[config.mk]
export PLATFORM = sky130hd
export DESIGN_NAME = sem_grad_mag
export DESIGN_NICKNAME = d
export VERILOG_FILES = /design/src/hdl/sem_pkg.sv /design/src/hdl/sem_grad_mag.sv
export SDC_FILE = /design/constraint.sdc
export NUM_CORES = 2
export LEC_CHECK = 0
export ABC_CLOCK_PERIOD_IN_PS = 6400
export BUFFER_PORTS_ARGS = -buffer_cell sky130_fd_sc_hd__buf_2
export CORE_MARGIN = 3
export CORE_UTILIZATION = 45
export CTS_CLUSTER_SIZE = 14
export DETAILED_ROUTE_END_ITERATION = 7
export GPL_TIMING_DRIVEN = 0
export PLACE_DENSITY_LB_ADDON = 0.1
export SLEW_MARGIN = 25
export SYNTH_ARGS = -nofsm -noshare
export SYNTH_HDL_FRONTEND = slang
export SYNTH_SLANG_ARGS = --single-unit
[constraint.sdc]
create_clock -name i_clk -period 6.4 [get_ports i_clk]
set_input_delay 0.64 -clock i_clk [delete_from_list [all_inputs] [get_ports i_clk]]
set_output_delay 0.64 -clock i_clk [all_outputs]
set_load 0.03 [all_outputs]
[src/hdl/sem_pkg.sv]
// shared types, constants and square-root step for the sobel edge magnitude block
`default_nettype none

package sem_pkg;

    localparam int PIX_W  = 8;
    localparam int NUM_CH = 3;
    localparam int CFG_W  = 11;

    localparam logic [CFG_W-1:0] CFG_DIM_RESET = 11'd1024;

    // gradient sums and their squares
    localparam int GRAD_W = 11;
    localparam int SQ_W   = 20;
    localparam int SUM_W  = 21;
    localparam int RAD_W  = 16;

    // above this the rounded root is 256 or more
    localparam logic [SUM_W-1:0] SAT_LIMIT = 21'd65280;
    localparam logic [PIX_W-1:0] MAG_MAX   = 8'd255;

    // digit-by-digit root, two result bits per stage
    localparam int ROOT_W      = 8;
    localparam int REM_W       = 9;
    localparam int SQRT_STEPS  = 2;
    localparam int SQRT_STAGES = ROOT_W / SQRT_STEPS;

    // result buffer, power of two
    localparam int FIFO_DEPTH = 16;
    localparam int FIFO_AW    = $clog2(FIFO_DEPTH);

    typedef enum logic {
        OP_PIXEL = 1'b0,
        OP_FLUSH = 1'b1
    } t_opcode;

    typedef enum logic {
        REG_FRAME_WIDTH  = 1'b0,
        REG_FRAME_HEIGHT = 1'b1
    } t_cfg_reg;

    typedef logic [PIX_W-1:0] t_chan;
    typedef t_chan [NUM_CH-1:0] t_pix;   // index 0 blue, 1 green, 2 red

    typedef logic signed [GRAD_W-1:0] t_grad;

    typedef struct packed {
        t_grad [NUM_CH-1:0] gx;
        t_grad [NUM_CH-1:0] gy;
        logic               frame_end;
    } t_grad_word;

    typedef struct packed {
        t_chan [NUM_CH-1:0] mag;
        logic               frame_end;
    } t_mag_word;

    typedef struct packed {
        logic [REM_W-1:0]  rem;
        logic [ROOT_W-1:0] root;
    } t_sqrt_state;

    // one restoring step: bring down two radicand bits, try root*4+1
    function automatic t_sqrt_state sqrt_step(input t_sqrt_state st, input logic [1:0] pair);
        t_sqrt_state      res;
        logic [REM_W+1:0] acc;
        logic [REM_W+1:0] trial;
        acc   = {st.rem, pair};
        trial = {1'b0, st.root, 2'b01};
        if (acc >= trial) begin
            res.rem  = REM_W'(acc - trial);
            res.root = {st.root[ROOT_W-2:0], 1'b1};
        end else begin
            res.rem  = REM_W'(acc);
            res.root = {st.root[ROOT_W-2:0], 1'b0};
        end
        return res;
    endfunction

endpackage

`default_nettype wire

[src/hdl/sem_grad_mag.sv]
// gradient to rounded, clamped magnitude pipeline: squares, sum, root, rounding
`default_nettype none

module sem_grad_mag (
    input  logic                i_clk,
    input  logic                i_rst_n,
    input  logic                i_vld,
    input  sem_pkg::t_grad_word i_grad,
    output logic                o_vld,
    output sem_pkg::t_mag_word  o_mag
);
    import sem_pkg::*;

    // squares
    logic                  r_a_vld;
    logic                  r_a_fend;
    logic [SQ_W-1:0]       r_a_sqx [NUM_CH];
    logic [SQ_W-1:0]       r_a_sqy [NUM_CH];
    logic [SQ_W-1:0]       n_a_sqx [NUM_CH];
    logic [SQ_W-1:0]       n_a_sqy [NUM_CH];

    // root stages, index 0 holds the sum
    logic                  r_q_vld  [SQRT_STAGES+1];
    logic                  r_q_fend [SQRT_STAGES+1];
    logic                  r_q_sat  [SQRT_STAGES+1][NUM_CH];
    t_sqrt_state           r_q_st   [SQRT_STAGES+1][NUM_CH];
    logic [RAD_W-1:0]      r_q_rad  [SQRT_STAGES][NUM_CH];
    logic [SUM_W-1:0]      n_sum    [NUM_CH];
    t_sqrt_state           n_q_st   [SQRT_STAGES][NUM_CH];

    // output
    logic                  r_o_vld;
    t_mag_word             r_o_mag;
    t_mag_word             n_o_mag;

    always_comb begin
        logic signed [2*GRAD_W-1:0] px;
        logic signed [2*GRAD_W-1:0] py;
        for (int ch = 0; ch < NUM_CH; ch++) begin
            px = $signed(i_grad.gx[ch]) * $signed(i_grad.gx[ch]);
            py = $signed(i_grad.gy[ch]) * $signed(i_grad.gy[ch]);
            n_a_sqx[ch] = SQ_W'(px);
            n_a_sqy[ch] = SQ_W'(py);
        end
    end

    always_comb begin
        for (int ch = 0; ch < NUM_CH; ch++) begin
            n_sum[ch] = SUM_W'(r_a_sqx[ch]) + SUM_W'(r_a_sqy[ch]);
        end
    end

    always_comb begin
        t_sqrt_state      st;
        logic [RAD_W-1:0] rad;
        for (int k = 0; k < SQRT_STAGES; k++) begin
            for (int ch = 0; ch < NUM_CH; ch++) begin
                st  = r_q_st[k][ch];
                rad = r_q_rad[k][ch];
                for (int j = 0; j < SQRT_STEPS; j++) begin
                    st = sqrt_step(st, 2'(rad >> (2 * (ROOT_W - 1 - k * SQRT_STEPS - j))));
                end
                n_q_st[k][ch] = st;
            end
        end
    end

    // round to nearest: up when the remainder exceeds the root
    always_comb begin
        t_sqrt_state fin;
        n_o_mag.frame_end = r_q_fend[SQRT_STAGES];
        for (int ch = 0; ch < NUM_CH; ch++) begin
            fin = r_q_st[SQRT_STAGES][ch];
            if (r_q_sat[SQRT_STAGES][ch]) begin
                n_o_mag.mag[ch] = MAG_MAX;
            end else begin
                n_o_mag.mag[ch] = fin.root + ROOT_W'(fin.rem > REM_W'(fin.root));
            end
        end
    end

    always_ff @(posedge i_clk) begin
        if (!i_rst_n) begin
            r_a_vld <= 1'b0;
            r_o_vld <= 1'b0;
            for (int k = 0; k <= SQRT_STAGES; k++) begin
                r_q_vld[k] <= 1'b0;
            end
        end else begin
            r_a_vld    <= i_vld;
            r_q_vld[0] <= r_a_vld;
            for (int k = 1; k <= SQRT_STAGES; k++) begin
                r_q_vld[k] <= r_q_vld[k-1];
            end
            r_o_vld <= r_q_vld[SQRT_STAGES];
        end
    end

    always_ff @(posedge i_clk) begin
        r_a_fend <= i_grad.frame_end;
        for (int ch = 0; ch < NUM_CH; ch++) begin
            r_a_sqx[ch] <= n_a_sqx[ch];
            r_a_sqy[ch] <= n_a_sqy[ch];
        end

        r_q_fend[0] <= r_a_fend;
        for (int ch = 0; ch < NUM_CH; ch++) begin
            r_q_sat[0][ch] <= n_sum[ch] > SAT_LIMIT;
            r_q_st[0][ch]  <= '0;
            r_q_rad[0][ch] <= RAD_W'(n_sum[ch]);
        end

        for (int k = 1; k <= SQRT_STAGES; k++) begin
            r_q_fend[k] <= r_q_fend[k-1];
            for (int ch = 0; ch < NUM_CH; ch++) begin
                r_q_sat[k][ch] <= r_q_sat[k-1][ch];
                r_q_st[k][ch]  <= n_q_st[k-1][ch];
            end
        end
        for (int k = 1; k < SQRT_STAGES; k++) begin
            for (int ch = 0; ch < NUM_CH; ch++) begin
                r_q_rad[k][ch] <= r_q_rad[k-1][ch];
            end
        end

        r_o_mag <= n_o_mag;
    end

    assign o_vld = r_o_vld;
    assign o_mag = r_o_mag;

endmodule

`default_nettype wire
==> results.toml <==
[layout]
drive_gt1_frac = 0.0563
area_delta_synth_final_pct = 9.00
antenna_cells = 0
design_area_sq_um = 47200
num-nets-final = 5870

[place]
place_area_sq_um = 45300
dpl.hpwl_um = 74000
port_buffers = 83
gp_congestion = 0.849

[clock_tree]
clk_latency_ns = 0.64
post-cts-setup-buffers = 0
htreeDepth = 2
clockBufferDepth = 3
cts_tree = "done"
numCtsBuffers = 54
clk_transition_reported_paths_ns = 0.06
cts_num_sinks = 449
ctsRootBufferMaster = "clkbuf_16"
cts_resized = 0
hold_buffers = 0

[worst_setup_path]
crit_path_end_kind = "flip-flop"
required_ns = 6.93
worstSetupPathType = "in2reg"
arrival_ns = 6.32
crit_fanout = 10
critPathLaunchType = "primary input"

[floorplan]
dieWidth_um = 316
coreArea_sq_um = 95200
rows = 113
start_util = 0.455
die_area_sq_um = 99900
chipHeight_um = 316
ioPinCount = 96

[sta]
setup_violations = 0
drv_slew = 0
relSlewSlack = 0.344
rsz0062_at_grt = "no"
fin_crit_ns = 5.79
hold_viol = 0
finalClockSkew_ns = 0.0409
max_freq_mhz = 173
timing.final.crit_share = 0.905
worst_pin_slew_ns = 0.960

[synthesis]
yosysUniqueCellTypes = 93
ys_seq_area_frac = 0.208
yosys.area.top_type = "fa_1"
syn-num-nets = 5731
yosys-top-cells-count = "1,000 x inv_1, 566 x fa_1, 459 x ha_1, 449 x dfxtp_1, 263 x nand2_1"
synth_top_area_frac = 0.262
yosysMostFrequentCell = "inv_1"
yosys_warnings = 0
synthArstFlopShare = 0
synth_edf_count = 0
ys_ff_latch = 449
syn_area_sq_um = 43300
synth_cells = 4636
synthTopCellsByArea = "fa_1 26%, dfxtp_1 21%, ha_1 13%, inv_1 8.7%, xnor2_1 5.1%"
syn_avg_cell_area_sq_um = 9.33
ys.flop_type = "dfxtp_1"

[route]
first_pass_iters = 5
viasPerCell = 4.86
wl_per_cell_um = 14.4
vias = 29584
wl_um = 87800
drc = 0
drt_iter0_markers = 1348
postRouteAntennaNets = 0

[run]
cap_violations = 0

[grt]
antenna_found_initial = 2
grt_start_max_net_pins = 17
grt_pass1_vias = 31220
grt-ovfl-total = 0
grt_pass1_wl_um = 152000
grt_util_all_layers = 0.186

[worst_hold_path]
min_path_type = "in2reg"

[outcome]
status = "completed"
-- placed cells by master (no fill, tap or decap), types with 90 or more instances in the layout --
cell,netlist,routed
nand2_1,263,263
dfxtp_1,449,449
nor2_1,217,217
o21ai_0,108,108
ha_1,459,459
inv_1,1000,1000
and2_1,181,181
fa_1,566,566
xnor2_1,253,253
clkbuf_1,85,90
a21oi_1,164,164
-- kinds of logic (layout without fill, tap and decap cells) --
group           Yosys count  count (layout)  synth area share
compound gates          592             592            0.0917
xor+xnor                320             320            0.0648
fa+ha+maj              1026            1026             0.395
buf+inv                1097            1277            0.0956
flops                   449             449             0.208
mux                      50              50            0.0130
simple gates           1102            1102             0.132
-- state kept, by name, summed over array words and instances (netlist names) --
signal / cells
o_mag: 25
r_q_st: 162
r_q_fend: 5
o_vld: 1
r_a_sqx: 57
r_a_fend: 1
r_q_vld: 5
r_a_sqy: 57
r_a_vld: 1
r_q_sat: 15
r_q_rad: 120
-- critical path: stages --
cell	delay (ns)
buf_2	0.19
clkbuf_1	0.45
nand2_1	0.16
fa_1	0.55
inv_1	0.06
fa_1	0.50
inv_1	0.05
fa_1	0.47
inv_1	0.06
fa_1	0.53
inv_1	0.07
fa_1	0.53
inv_1	0.06
ha_1	0.24
o41ai_1	0.48
o21ai_0	0.21
o31ai_1	0.45
o2111ai_1	0.21
a21oi_1	0.20
xnor2_1	0.20
-- worst paths after layout --
kind	cells past startpoint	slack [ns]	startpoint	endpoint
min reg2reg	0	0.30	r_q_rad[0][66]$_DFF_P_	r_q_rad[1][18]$_DFF_P_
max reg2reg	18	1.36	r_q_st[3][5]$_DFF_P_	r_q_st[4][11]$_DFF_P_
min	1	0.1	i_grad[0]	r_a_fend$_DFF_P_
max	20	0.61	i_grad[25]	r_a_sqy[0][59]$_DFF_P_
-- metal layers --
layer  vias to the layer above  routed length [um]  track usage
met2                       328               42600        0.322
met5                         -                   0      0.00290
li1                      14981                   -            -
met4                         0                1960       0.0476
met1                     14174               40600        0.247
met3                       101                2560       0.0207
-- cell type report --
type	count	area, sq um
Clock inverter	31	430
Clock buffer	66	1470
Inverter	1002	3760
Timing Repair Buffer	83	415
Multi-Input combinational cell	3090	30100
Buffer	95	375
Tap cell	1265	1580
Sequential cell	449	8990
Fill cell	9159	48000
-- through the flow --
stage	setup slack (ns)	TNS (ns)	hold WS, ns	cells	util
after floorplan	0.783	0	0.310	4636	-
after global placement	-0.183	-0.183	0.310	5984	0.476
after detailed placement	-0.106	-0.155	0.312	5984	0.476
after CTS	0.584	0	0.0283	6081	0.496
after global routing	0.187	0	0.0492	6081	0.496
final	0.610	0	0.0955	6081	0.496
Power is not shown: default switching activity piles up to over one toggle a cycle in this logic, so the estimate is an artifact.
